## config.mk

```make
export PLATFORM = sky130hd
export DESIGN_NAME = key_matrix_event_scanner
export DESIGN_NICKNAME = d
export VERILOG_FILES = /design/src/design/kmes_pkg.sv /design/src/design/kmes_lane.sv /design/src/design/kmes_merge.sv /design/src/design/key_matrix_event_scanner.sv
export SDC_FILE = /design/constraint.sdc
export NUM_CORES = 1
export LEC_CHECK = 0
export BUFFER_PORTS_ARGS = -buffer_cell sky130_fd_sc_hd__buf_2
export CORE_MARGIN = 2
export CORE_UTILIZATION = 24
export CTS_CLUSTER_SIZE = 12
export DETAILED_ROUTE_END_ITERATION = 10
export PLACE_DENSITY = 0.39
export RECOVER_POWER = 50
export SETUP_SLACK_MARGIN = 0.15
export SLEW_MARGIN = 10
export SYNTH_ARGS = -nofsm -noshare
export SYNTH_HDL_FRONTEND = slang
export SYNTH_SLANG_ARGS = --single-unit
```

## constraint.sdc

```tcl
create_clock -name clk -period 4.8 [get_ports clk]
set_clock_uncertainty 0.05 [all_clocks]
set_input_delay 0.48 -clock clk [delete_from_list [all_inputs] [get_ports clk]]
set_output_delay 0.48 -clock clk [all_outputs]
set_load 0.01 [all_outputs]
```

## src/design/kmes_pkg.sv

```systemverilog
package kmes_pkg;

	// Default matrix geometry.
	localparam int ROWS_DEFAULT    = 5;
	localparam int COLUMNS_DEFAULT = 14;

	// Field widths of the stream items.
	localparam int ROW_W        = 3;
	localparam int LEVEL_W      = 14;
	localparam int KEY_NUMBER_W = 7;
	localparam int IN_DATA_W    = 24;
	localparam int OUT_DATA_W   = 8;

	localparam logic [KEY_NUMBER_W-1:0] LAST_KEY_RESET = KEY_NUMBER_W'(60);

	// Event kinds.
	localparam logic EV_PRESS   = 1'b0;
	localparam logic EV_RELEASE = 1'b1;

	// Per-key debounce phase.
	typedef enum logic [2:0] {
		PH_IDLE = 3'b001,
		PH_ONCE = 3'b010,
		PH_HELD = 3'b100
	} phase_t;

	// What one column lane reports to the merge stage.
	typedef struct packed {
		logic valid;
		logic kind;
	} lane_event_t;

	// Width of an internal key index: wide enough for every key of the
	// matrix and never narrower than the configured limit.
	function automatic int key_w(input int keys);
		return ($clog2(keys) > KEY_NUMBER_W) ? $clog2(keys) : KEY_NUMBER_W;
	endfunction

endpackage

```

## src/design/kmes_lane.sv

```systemverilog
module kmes_lane import kmes_pkg::*; #(
	parameter int COL   = 0,
	parameter int KEY_W = KEY_NUMBER_W
) (
	input  logic                    enable,
	input  logic                    level,
	input  logic [KEY_W-1:0]        base,
	input  logic [KEY_NUMBER_W-1:0] last_key,
	input  phase_t                  phase,
	output phase_t                  phase_next,
	output lane_event_t             ev
);

	logic [KEY_W-1:0] key;
	logic             scan;

	assign key  = base + KEY_W'(COL);
	assign scan = enable && (key <= KEY_W'(last_key));

	always_comb begin
		phase_next = phase;
		ev         = '0;
		if (scan) begin
			case (phase)
				PH_ONCE: begin
					if (level) begin
						phase_next = PH_HELD;
						ev.valid   = 1'b1;
						ev.kind    = EV_PRESS;
					end
				end
				PH_HELD: begin
					if (!level) begin
						phase_next = PH_IDLE;
						ev.valid   = 1'b1;
						ev.kind    = EV_RELEASE;
					end
				end
				default: begin
					// Idle, and any damaged code, behave as idle.
					if (level) begin
						phase_next = PH_ONCE;
					end
				end
			endcase
		end
	end

endmodule

```

## src/design/kmes_merge.sv

```systemverilog
module kmes_merge import kmes_pkg::*; #(
	parameter int COLUMNS = COLUMNS_DEFAULT,
	parameter int KEY_W   = KEY_NUMBER_W
) (
	input  logic                    clk,
	input  logic                    arst_n,
	input  logic                    take,
	input  logic [COLUMNS-1:0]      ev_mask,
	input  logic [COLUMNS-1:0]      ev_kind,
	input  logic [KEY_W-1:0]        base,
	output logic                    ready,
	output logic                    m_tvalid,
	input  logic                    m_tready,
	output logic [KEY_NUMBER_W-1:0] key_number,
	output logic                    event_kind,
	output logic                    last_event
);

	localparam int IDX_W = (COLUMNS > 1) ? $clog2(COLUMNS) : 1;

	logic [COLUMNS-1:0]      pend_q;
	logic [COLUMNS-1:0]      kind_q;
	logic [KEY_W-1:0]        base_q;
	logic                    valid_q;
	logic [KEY_NUMBER_W-1:0] key_q;
	logic                    kind_out_q;
	logic                    last_q;

	logic [COLUMNS-1:0] low_oh;
	logic [COLUMNS-1:0] rest;
	logic [COLUMNS-1:0] pend_after;
	logic [IDX_W-1:0]   low_idx;
	logic               found;
	logic               load;
	logic               last_w;

	always_comb begin
		low_idx = '0;
		found   = 1'b0;
		for (int c = 0; c < COLUMNS; c++) begin
			if (pend_q[c] && !found) begin
				found   = 1'b1;
				low_idx = IDX_W'(c);
			end
		end
	end

	assign low_oh     = pend_q & (~pend_q + COLUMNS'(1));
	assign rest       = pend_q & ~low_oh;
	assign last_w     = (rest == '0);
	assign load       = (pend_q != '0) && (!valid_q || m_tready);
	assign pend_after = load ? rest : pend_q;
	assign ready      = (pend_after == '0);

	always_ff @(posedge clk or negedge arst_n) begin
		if (!arst_n) begin
			pend_q  <= '0;
			valid_q <= 1'b0;
		end else begin
			pend_q <= take ? ev_mask : pend_after;
			if (load) begin
				valid_q <= 1'b1;
			end else if (m_tready) begin
				valid_q <= 1'b0;
			end
		end
	end

	always_ff @(posedge clk) begin
		if (take) begin
			kind_q <= ev_kind;
			base_q <= base;
		end
		if (load) begin
			key_q      <= KEY_NUMBER_W'(base_q + KEY_W'(low_idx));
			kind_out_q <= kind_q[low_idx];
			last_q     <= last_w;
		end
	end

	assign m_tvalid   = valid_q;
	assign key_number = key_q;
	assign event_kind = kind_out_q;
	assign last_event = last_q;

	a_take_loads_mask: assert property (@(posedge clk) disable iff (!arst_n)
		take |=> pend_q == $past(ev_mask))
		else $error("pending events do not match the row just taken");

	a_busy_blocks_input: assert property (@(posedge clk) disable iff (!arst_n)
		($countones(pend_q) > 1) |-> !ready)
		else $error("input taken while several events still wait");

	a_last_empties: assert property (@(posedge clk) disable iff (!arst_n)
		load && last_w && !take |=> pend_q == '0)
		else $error("events remain after the one flagged last");

endmodule

```

## src/design/key_matrix_event_scanner.sv

```systemverilog
// Key matrix event scanner. Each input item is one scanned row: row_number
// and the sampled column levels. Every key keeps a debounce phase (idle,
// pressed once, held); a key seen high again on a later scan becomes held
// and yields a press event, a held key seen low yields a release event and
// returns to idle. Keys whose index (row * COLUMNS + column) is above the
// last_key_index register, and rows at or beyond ROWS, are left alone.
// One lane per column updates its key in the cycle the row is accepted, so
// a following row always sees the updated phases. The events of a row then
// leave one per cycle while m_tready is high, lowest column first, through
// an output register, and the final event of the row carries tlast; a row
// with no events yields nothing. The single output register drains one
// event per cycle while m_tready is high, and the next row is accepted in
// the cycle the last event of the previous row moves into it, so rows
// without events stream at one per cycle. The phase store sits in
// flip-flops cleared by reset, so the block is ready right after reset.
// last_key_index may be written at any cycle; cfg_ready is always high.
module key_matrix_event_scanner import kmes_pkg::*; #(
	parameter int ROWS    = ROWS_DEFAULT,
	parameter int COLUMNS = COLUMNS_DEFAULT
) (
	input  logic                    clk,
	input  logic                    arst_n,
	// Row items.
	input  logic                    s_tvalid,
	output logic                    s_tready,
	// [2:0] row_number, [16:3] column_levels, [23:17] zero.
	input  logic [IN_DATA_W-1:0]    s_tdata,
	// Event items.
	output logic                    m_tvalid,
	input  logic                    m_tready,
	// [6:0] key_number, [7] zero.
	output logic [OUT_DATA_W-1:0]   m_tdata,
	// [0] event_kind: 0 press, 1 release.
	output logic                    m_tuser,
	output logic                    m_tlast,
	// last_key_index register write.
	input  logic                    cfg_valid,
	output logic                    cfg_ready,
	input  logic [KEY_NUMBER_W-1:0] cfg_data
);

	// The row width must also hold the value ROWS itself for the range check.
	localparam int KeyW    = key_w(ROWS * COLUMNS);
	localparam int RowW    = ($clog2(ROWS + 1) > ROW_W) ? $clog2(ROWS + 1) : ROW_W;
	localparam int RowSelW = (ROWS > 1) ? $clog2(ROWS) : 1;

	logic [KEY_NUMBER_W-1:0] last_key_q;

	// Phase store, one entry per key, organized by row.
	phase_t phase_q [ROWS][COLUMNS];

	logic [ROW_W-1:0]   row_number;
	logic [LEVEL_W-1:0] column_levels;
	logic [RowW-1:0]    row_ext;
	logic [RowSelW-1:0] row_idx;
	logic               row_ok;
	logic               take;
	logic [KeyW-1:0]    base;
	logic [COLUMNS-1:0] level;
	logic [COLUMNS-1:0] ev_mask;
	logic [COLUMNS-1:0] ev_kind;
	logic [KEY_NUMBER_W-1:0] key_number;
	logic               merge_ready;

	phase_t      phase_rd  [COLUMNS];
	phase_t      phase_nxt [COLUMNS];
	lane_event_t lane_ev   [COLUMNS];

	assign row_number    = s_tdata[ROW_W-1:0];
	assign column_levels = s_tdata[ROW_W+LEVEL_W-1:ROW_W];

	assign row_ext = RowW'(row_number);
	assign row_idx = row_ext[RowSelW-1:0];
	assign row_ok  = (row_ext < RowW'(ROWS));
	assign base    = KeyW'(row_ext) * KeyW'(COLUMNS);

	assign s_tready = merge_ready;
	assign take     = s_tvalid && s_tready;

	assign cfg_ready = 1'b1;

	always_ff @(posedge clk or negedge arst_n) begin
		if (!arst_n) begin
			last_key_q <= LAST_KEY_RESET;
		end else if (cfg_valid) begin
			last_key_q <= cfg_data;
		end
	end

	// One lane per column; columns past the sampled width read low.
	for (genvar c = 0; c < COLUMNS; c++) begin : g_lane
		if (c < LEVEL_W) begin : g_lvl
			assign level[c] = column_levels[c];
		end else begin : g_low
			assign level[c] = 1'b0;
		end

		assign phase_rd[c] = phase_q[row_idx][c];

		kmes_lane #(
			.COL   (c),
			.KEY_W (KeyW)
		) u_lane (
			.enable     (row_ok),
			.level      (level[c]),
			.base       (base),
			.last_key   (last_key_q),
			.phase      (phase_rd[c]),
			.phase_next (phase_nxt[c]),
			.ev         (lane_ev[c])
		);

		assign ev_mask[c] = lane_ev[c].valid;
		assign ev_kind[c] = lane_ev[c].kind;
	end

	// Phases are written back in the cycle the row is accepted.
	always_ff @(posedge clk or negedge arst_n) begin
		if (!arst_n) begin
			for (int r = 0; r < ROWS; r++) begin
				for (int c = 0; c < COLUMNS; c++) begin
					phase_q[r][c] <= PH_IDLE;
				end
			end
		end else if (take && row_ok) begin
			for (int c = 0; c < COLUMNS; c++) begin
				phase_q[row_idx][c] <= phase_nxt[c];
			end
		end
	end

	kmes_merge #(
		.COLUMNS (COLUMNS),
		.KEY_W   (KeyW)
	) u_merge (
		.clk        (clk),
		.arst_n     (arst_n),
		.take       (take),
		.ev_mask    (ev_mask),
		.ev_kind    (ev_kind),
		.base       (base),
		.ready      (merge_ready),
		.m_tvalid   (m_tvalid),
		.m_tready   (m_tready),
		.key_number (key_number),
		.event_kind (m_tuser),
		.last_event (m_tlast)
	);

	assign m_tdata = OUT_DATA_W'(key_number);

endmodule

```

Yosys cells after proc, flatten, opt, wreduce, memory -nomap -nowiden:

Cells that the tools add are included.

* logic and storage cells: 411
* output and inout bits: 13
* bits of input ports: 36
* register bits: 261

* $mul: 1
* bitwise logic cells: 5
* multiplexer cells: 203
* reduce and logical (&&, ||, !) cells: 50
* order comparisons: 18
* eq/ne operators: 28
* $add $sub $neg: 15

Operators with widths (count)
* 210-bit bitwise mux: 14
* 42-bit demux with 3-bit select: 14
* 3-bit two-way mux: 57
* 42-bit binary-select mux with 3-bit select: 1
* 42-bit two-way mux: 3
* 7-bit less-or-equal comparator: 14
* 2-bit two-way mux: 42
* 3-bit case mux with 2 select lines: 14
* 2-bit case mux with 2 select lines: 14
* 4-bit two-way mux: 12
* 7-bit by 4-bit adder with 7-bit output, second input constant: 6
* 3-bit by 2-bit == test with 1-bit output, second input constant: 14
* 3-bit == test, second input constant: 14
* 39-bit two-way mux: 1
* 36-bit two-way mux: 1
* 33-bit two-way mux: 1
* 1-bit logical AND: 31
* 30-bit two-way mux: 1
* 7-bit by 3-bit adder with 7-bit output, second input constant: 4
* 14-bit AND: 2
* 14-bit zero test: 2
* 14-bit two-way mux: 2
* 14-bit NOT: 2
* 27-bit two-way mux: 1
* other kinds (23): 53

Depth between registers and ports, before layout:

Gate-level depths: netlist (run 1).

* depth after elaboration: 42
* depth in mapped cells: 20
* mapped depth without buffers: 16

By module:

A second synthesis (run 1) with hierarchy kept.

* cells, all modules: 1638
* area, all modules: 18184.9 µm²

By module, submodules not included
* key_matrix_event_scanner: area an instance 10433.8 µm², cells each 683, instances 1
* kmes_merge: area an instance 2374.8 µm², cells each 206, instances 1
* kmes_lane (g_lane[1].u_lane ...): area an instance 391.6 µm², cells each 54, instances 2
* kmes_lane (g_lane[11].u_lane): area an instance 412.9 µm², cells each 58, instances 1
* kmes_lane (g_lane[7].u_lane): area an instance 407.9 µm², cells each 57, instances 1
* kmes_lane (g_lane[3].u_lane): area an instance 405.4 µm², cells each 57, instances 1
* kmes_lane (g_lane[13].u_lane): area an instance 395.4 µm², cells each 54, instances 1
* kmes_lane (g_lane[6].u_lane): area an instance 395.4 µm², cells each 56, instances 1
* kmes_lane (g_lane[5].u_lane): area an instance 394.1 µm², cells each 54, instances 1
* kmes_lane (g_lane[10].u_lane): area an instance 384.1 µm², cells each 54, instances 1
* kmes_lane (g_lane[2].u_lane): area an instance 382.9 µm², cells each 53, instances 1
* kmes_lane (g_lane[12].u_lane): area an instance 377.9 µm², cells each 54, instances 1
* kmes_lane (g_lane[4].u_lane): area an instance 367.9 µm², cells each 51, instances 1
* kmes_lane (g_lane[8].u_lane): area an instance 354.1 µm², cells each 49, instances 1
* kmes_lane (g_lane[0].u_lane): area an instance 315.3 µm², cells each 44, instances 1

Least setup slack after synthesis (run 1):

OpenSTA, ideal clock, no wires.

* kind: input to register
* start point: input port s_tdata[2]
* end point: register phase_q[106] (netlist bit)
* library setup time: 65 ps
* required time: 4685 ps
* stages: 19
* arrival: 5175 ps
* path buffers: 5
* setup slack: -491 ps
* cells stage by stage: clkbuf_1 -> buf_2 -> buf_2 -> buf_2 -> inv_1 -> ha_1 -> fa_1 -> clkbuf_1 -> nand2_1 -> nor2_1 -> xnor2_1 -> ha_1 -> nand4_1 -> or2_2 -> o32ai_1 -> and2_1 -> o21ai_0 -> a32oi_1 -> mux2_2

* elaborated cells between the ends (all ways): 178

RTL lines
* start, declared: line key_matrix_event_scanner.sv:27 `input logic [IN_DATA_W-1:0] s_tdata,`
* 3-bit by 3-bit multiplier with 6-bit output (*): line key_matrix_event_scanner.sv:75 `assign base = KeyW'(row_ext) * KeyW'(COLUMNS);`
* via base[4]: line key_matrix_event_scanner.sv:58 `logic [KeyW-1:0] base;`
* 7-bit by 1-bit adder with 7-bit output / 7-bit less-or-equal comparator (equally long branches): line kmes_lane.sv:17, kmes_lane.sv:18
* 7-bit less-or-equal comparator / 1-bit logical AND (equally long branches): line kmes_lane.sv:18 `assign scan = enable && (key <= KEY_W'(last_key));`
* 1-bit logical AND / 3-bit two-way mux (equally long branches): line kmes_lane.sv:18, kmes_lane.sv:23
* 3-bit two-way mux / 210-bit bitwise mux (equally long branches): line kmes_lane.sv:23, key_matrix_event_scanner.sv:127
* 210-bit bitwise mux (12 in series): line key_matrix_event_scanner.sv:127 `phase_q[row_idx][c] <= phase_nxt[c];`
* 210-bit bitwise mux (*): line key_matrix_event_scanner.sv:127
* end signal, assigned by index: line key_matrix_event_scanner.sv:127
* end, declared: line key_matrix_event_scanner.sv:50 `phase_t phase_q [ROWS][COLUMNS];`

The timed path passes the listed nets; every way through them passes the cells marked *. The select of a mux whose other input is x is not followed.
A chain may end at the register's enable or synchronous reset.

Final worst setup path (run 1):

* start point: input port s_tdata[1]
* end point: register phase_q[160] (netlist bit)

* cells in the longest elaborated chain, start to end: 21
* elaborated cells between the ends (all ways): 178

RTL lines
* parallel branches: the longest is 21 deep, another holds 7-bit by 1-bit adder with 7-bit output

Several ways; the timed one is not identified. The select of a mux whose other input is x is not followed.

==> impl_metrics.toml, run 1 <==
[layout]
syn_to_final_growth_pct = 15.06
n_fill_cell = 6345
drive_above_1_share_pct = 18.87
n_antenna_cell = 0
instances_no_fill = 2359
fin_util_pct = 27.83
final_nets = 1639

[setup_path]
startpoint_type = "input pin"
path_cells = "buf_2 -> fa_1 -> ha_1 -> fa_1 -> xor2_1 -> buf_4 -> nand4_1 -> xor2_1 -> ha_1 -> nand2_1 -> o21ai_0 -> or3_1 -> o32ai_1 -> buf_4 -> and2_1 -> o21ai_0 -> a32oi_1 -> mux2_2"
cpPeakStageDelay_ns = 0.47
end_kind = "register"
r2r-start = "u_merge.pend_q[4]"
critPathTopFamily = "adder cells"
r2r_slack_ns = 0.91
r2r_end = "phase_q[205]"
ff2ff_path_depth = 10
endpoint = "phase_q[160]"
slowest_stage = "fa_1"
path_class = "input pin to register"
cp_num_cells = 18
cp.arrival_ns = 4.72
crit_path_start = "s_tdata[1]"
critPathMaxFanout = 10
path_buf_inv = 3
required_ns = 5.26

[sta]
slew_viol_final = 155
timing.final.crit_share_pct = 88.73
setup_violations = 0
slew_headroom_pct = -121.3
fin_crit_ns = 4.259
timing_worst_slew_pin_value_ns = 3.320
max_freq_mhz = 234.8
hold_viol_final = 0
tns_ns = 0
rsz0062_at_grt = "false"

[synthesis]
synth_common_cells = "nand2_1 (237), o21ai_0 (171), dfrtp_1 (158)"
syn_inst = 1505
synth.avg_cell_area_um2 = 9.862
synth-seq-cells = 261
yosysMostFrequentCell = "nand2_1"
synth.top_cell.area_share_pct = 26.64
synth_warnings = 0
netlist_area_mm2 = 0.01484
synth_async_sr_flop_share_pct = 88.89
ys_top_cells_by_area = "dfrtp_1 (27%), dfstp_2 (13%), nand2_1 (6.0%)"
synth_top_area_cell = "dfrtp_1"
ys_seq_area_share_pct = 45.61
synth_ff_type = "dfrtp_1"
synth.distinct_cells = 66
synth_nets = 1600
synth_edf_count = 29

[drt]
wl_met1_um = 21170
drcViolationCount = 0
routed.top_layer = "met5"
route.met3.wl_um = 1463
routed_wl_um = 43520
drtIter0Drc = 606
vias = 11130
routedWlPerCell_um = 18.45
viasPerCell = 4.719
ant_nets = 0
firstDrtPassIters = 6
dr_wl_met2_um = 20210

[worst_hold_path]
hp-class = "input pin to register"

[clock_network]
clk_pin_slew_ns = 0.06
cts_tree = "yes"
cts_hold_buf = 0
cts_root_buf = "clkbuf_16"
htree_levels = 1
cts_sinks = 261
cts.path.max_buffers = 3
cts_buffers = 31
cts_post_setup_buffers_inserted = 0
clk-insertion-delay-late_ns = 0.58
cts_resized = 0

[die]
die_y_um = 252.7
start_util_pct = 24.18
coreArea_mm2 = 0.06137
die_w_um = 252.7
ios = 49
rows = 91
die-area_mm2 = 0.06384

[placed_design]
dp_hpwl_um = 28900
placed_cells = 2301
place_congestion = 0.8140
port_buffers = 39

[global_route]
grt_max_degree = 123
grt_pass1_vias = 11060
grt_pass1_wl_um = 68030
grt_antenna_before_repair = 4
gr-total-overflow = 0
grtUsageTotal_pct = 13.69

[job]
max-cap-violations = 2

[power_and_ir_drop]
power_frac_seq_pct = 35.4
intPower_mw = 5.722
p_leak_nw = 7.191
swShare_pct = 38.22
p_comb_share_pct = 40.3
powerDensity_mw_per_mm2 = 542.4
ir_drop_mv = 0.2924
switchingPower_mw = 3.540
power_frac_clock_pct = 24.4

[outcome]
status = "finished, violations left"
violations = "capacitance limit, slew limit"
## cell usage in the layout (no fill, tap or decap), types with 18 or more instances in the layout
cell / count
mux2i_1: 69
clkbuf_1: 27
nand2_1: 237
clkbuf_16: 31
a21o_1: 39
nor3_1: 19
xnor2_1: 18
o21ai_0: 171
buf_2: 26
nor2_1: 72
buf_4: 34
nand2b_1: 25
dfstp_2: 74
a21oi_1: 79
inv_1: 42
mux2_2: 64
o31ai_1: 19
ha_1: 55
edfxtp_1: 29
dfrtp_1: 158
## how the worst min path moves through the flow
stage,startpoint,endpoint,slack (ns),depth (start not counted)
after floorplan,arst_n,last_key_q[0],0.13,0
after global placement,phase_q[129],phase_q[129],0.40,2
after detailed placement,phase_q[129],phase_q[129],0.41,2
after CTS,cfg_data[6],last_key_q[6],0.02,3
after global routing,cfg_data[4],last_key_q[4],0.05,3
final,cfg_data[6],last_key_q[6],0.06,3
## stage by stage
stage	instance area [µm²]	power, mW	setup slack [ns]	hold slack [ns]
after floorplan	14890	5.798	0.1560	0.1344
after global placement	16160	7.060	-0.02708	0.4002
after detailed placement	16160	7.087	-0.06924	0.4059
after CTS	17130	9.422	0.5305	0.02106
after global routing	17080	9.952	0.2394	0.04505
final	17080	9.262	0.5410	0.05801
## state kept, by name, indices dropped and copies added, names as in the netlist
signal,count
phase_q,210
u_merge.kind_q,14
u_merge.pend_q,14
last_key_q,7
u_merge.key_number,7
u_merge.base_q,6
u_merge.event_kind,1
u_merge.last_event,1
u_merge.m_tvalid,1
## cell type report
| type | instances | area (µm²) | area share, % |
|---|---|---|---|
| repair buffers | 89 | 694.4 | 4.067 |
| well taps | 790 | 988.4 | 5.788 |
| inverters | 44 | 170.2 | 0.9965 |
| clock buffers | 50 | 897.1 | 5.254 |
| clock inverters | 8 | 70.07 | 0.4103 |
| flip-flops and latches | 261 | 6769 | 39.64 |
| multi-input cells | 1117 | 7487 | 43.85 |
## layer usage
metal / vias up / global-route usage (%)
li1: 5455 / -
met1: 5473 / 19.17
met2: 148 / 22.58
met3: 50 / 1.854
met4: 6 / 2.536
met5: - / 0
## worst reg2reg max path: stages (launching register included)
cell	delay (ns)
dfrtp_1	0.51
or4_1	0.72
o41ai_1	0.81
o21ai_0	0.25
o211a_1	0.19
o211a_4	0.16
nand2_4	0.11
inv_6	0.07
nand3_4	0.31
buf_12	0.24
mux2_2	0.35
## logic make-up after synthesis
group / Yosys count / share of synthesized area [%]
AOI/OAI and AO/OA: 432 / 17.75
xor gates and xnor gates: 25 / 1.475
adders and majority gates: 61 / 5.311
buffers and inverters: 127 / 4.148
DFF: 261 / 45.61
muxes: 163 / 12.27
other: 2 / 0.05060
and+or+nand+nor: 434 / 13.40
## power groups by stage
stage,combinational [mW],clock (mW),sequential (mW)
floorplan,2.59,0,3.21
global placement,3.77,0,3.29
detailed placement,3.78,0,3.31
CTS,3.79,2.35,3.27
global route,4.15,2.46,3.34
finish,3.73,2.26,3.27
No activity file was read; power rests on OpenSTA's default activity.
==> inputs of run 2 (changes only) <==
Settings changed: CORE_UTILIZATION 24 to 40, PLACE_DENSITY 0.39 to default.
==> run 2 against run 1 <==
The flow still finishes with violations (capacitance limit, slew limit); core utilization grew 17 points; cell count shrank 14%; wire length shrank 12%; combinational power shrank 4%; worst hold slack gained 0.012 ns; fmax grew 0.89%; worst setup slack gained 0.038 ns; register-to-register slack lost 0.08 ns; sequential share of layout area grew 1.2 points; total power shrank 2.9%; largest cell class unchanged.
==> impl_metrics.toml, run 2 (synthesized netlist as in run 1, its figures left out) <==
[outcome]
status = "finished, violations left"
violations = "capacitance limit, slew limit"

[drt]
routedWlPerCell_um = 18.84
routed_wl_um = 38190
ant_nets = 0
drtIter0Drc = 663
vias = 11240
firstDrtPassIters = 5
drcViolationCount = 0
viasPerCell = 5.543

[sta]
setup_violations = 0
max_freq_mhz = 236.9
tns_ns = 0
hold_viol_final = 0
timing.final.crit_share_pct = 87.95
timing_worst_slew_pin_value_ns = 3.064
rsz0062_at_grt = "false"
fin_crit_ns = 4.221
setup_slack_ns = 0.5785
slew_headroom_pct = -104.3
slew_viol_final = 117

[clock_network]
cts_tree = "yes"
clk-insertion-delay-late_ns = 0.57
cts_buffers = 30
cts_root_buf = "clkbuf_16"
cts_resized = 0
cts.path.max_buffers = 3
clk_pin_slew_ns = 0.06
htree_levels = 1
cts_sinks = 261

[setup_path]
crit_top_cell = "ha_1"
slowest_stage = "fa_1"
critPathMaxFanout = 8
critPathTopFamily = "adder cells"
required_ns = 5.26
startpoint_type = "input pin"
path_buf_inv = 2
cp.arrival_ns = 4.68
path_cells = "buf_4 -> fa_1 -> ha_1 -> fa_1 -> buf_4 -> ha_1 -> a21oi_1 -> xnor2_1 -> ha_1 -> nand2_1 -> o21ai_0 -> or3_1 -> o22ai_2 -> and2_1 -> o21ai_0 -> a32oi_1 -> mux2_2"
path_class = "input pin to register"
cpPeakStageDelay_ns = 0.54
end_kind = "register"

[layout]
final_cell_mix = "nand2_1 (237), o21ai_0 (171), dfrtp_1 (158), a21oi_1 (79), dfstp_2 (74)"
syn_to_final_growth_pct = 11.54
finalInstanceArea_mm2 = 0.01655
reg_top3 = "phase_q (210), u_merge.kind_q (14), u_merge.pend_q (14)"
largest_reg_flops = 210
final_nets = 1627
final_common_cell = "nand2_1"
instances_no_fill = 2027
drive_above_1_share_pct = 18.38
largest-register = "phase_q"

[power_and_ir_drop]
powerDensity_mw_per_mm2 = 543.4
ir_drop_mv = 0.3195
p_leak_nw = 7.125

[die]
die_y_um = 196.6
die_w_um = 196.6
coreArea_mm2 = 0.03661
rows = 70
ios = 49
start_util_pct = 40.54
die-area_mm2 = 0.03866

[placed_design]
dp_hpwl_um = 24910
dpl_worst_slack_ns = 0.07212
place_congestion = 0.8715
placed_cells = 1967
postPlaceCellArea_mm2 = 0.01565
port_buffers = 39

[global_route]
gr-total-overflow = 0
grt_antenna_before_repair = 3
grt_pass1_vias = 11090
grt_max_degree = 118
grt_pass1_wl_um = 61600
grtUsageTotal_pct = 20.12

[worst_hold_path]
hp-class = "input pin to register"

[job]
max-cap-violations = 1
==> run 2: cell types whose count changed in the layout (fill, tap and decap cells not counted), moves of 2 or more <==
cell	delta
clkbuf_2	-3
clkbuf_1	-4
clkinv_2	+2
diode_2	+3
buf_4	-8
==> run 2: through the flow <==
| step | utilization, % | power (mW) | hold slack [ns] |
|---|---|---|---|
| finish | 45.22 | 8.996 | 0.06998 |
| global route | 45.20 | 9.591 | 0.08600 |
| CTS | 45.30 | 9.083 | 0.04722 |
| detailed placement | 42.75 | 6.898 | 0.4067 |
| global placement | 42.75 | 6.830 | 0.4010 |
| floorplan | - | 5.798 | 0.1344 |
==> run 2: cell type report <==
class / count / area (µm²)
Antenna cell: 3 / 7.507
Clock inverter: 10 / 63.81
Tap cell: 468 / 585.6
Fill cell: 3486 / 20060
Sequential cell: 261 / 6769
Multi-Input combinational cell: 1117 / 7487
Clock buffer: 46 / 860.8
Inverter: 44 / 170.2
Timing Repair Buffer: 78 / 610.6
==> run 2: routing by layer <==
layer	share of wire, %	GRT usage [%]	wire length (µm)
met1	48	28.30	18210
met5	0.029	0	11
met2	45	32.66	17330
met3	4.2	2.584	1597
met4	2.7	5.820	1049
==> run 2: final timing paths <==
| check | startpoint | endpoint | slack [ns] | cells past startpoint |
|---|---|---|---|---|
| min in group asynchronous | arst_n | phase_q[202] | 1.37 | 2 |
| max | s_tdata[0] | phase_q[88] | 0.58 | 17 |
| max in group asynchronous | arst_n | phase_q[139] | 1.47 | 2 |
| max reg2reg | u_merge.pend_q[4] | phase_q[163] | 0.83 | 11 |
| min reg2reg | phase_q[69] | phase_q[69] | 0.41 | 2 |
| min | cfg_data[1] | last_key_q[1] | 0.07 | 3 |
==> run 2: what timing repair did <==
item,4_1_cts,5_1_grt
hold endpoints to repair,29,0
setup buffers,0,0
hold buffers,1,0
==> run 2: power breakdown <==
| group | total [mW] | internal [mW] | switching (mW) |
|---|---|---|---|
| clock | 2.14 | 1.23 | 0.907 |
| combinational | 3.57 | 1.40 | 2.18 |
| sequential | 3.29 | 2.96 | 0.322 |
==> run 2: worst register-to-register path: stages (launching register included) <==
cell	delay (ns)
dfrtp_1	0.51
or4_1	0.73
o41ai_1	0.39
clkbuf_1	0.29
o21ai_0	0.22
o211a_1	0.20
o211a_4	0.17
nand2_4	0.26
inv_6	0.11
nand3_4	0.33
buf_12	0.26
mux2_2	0.36
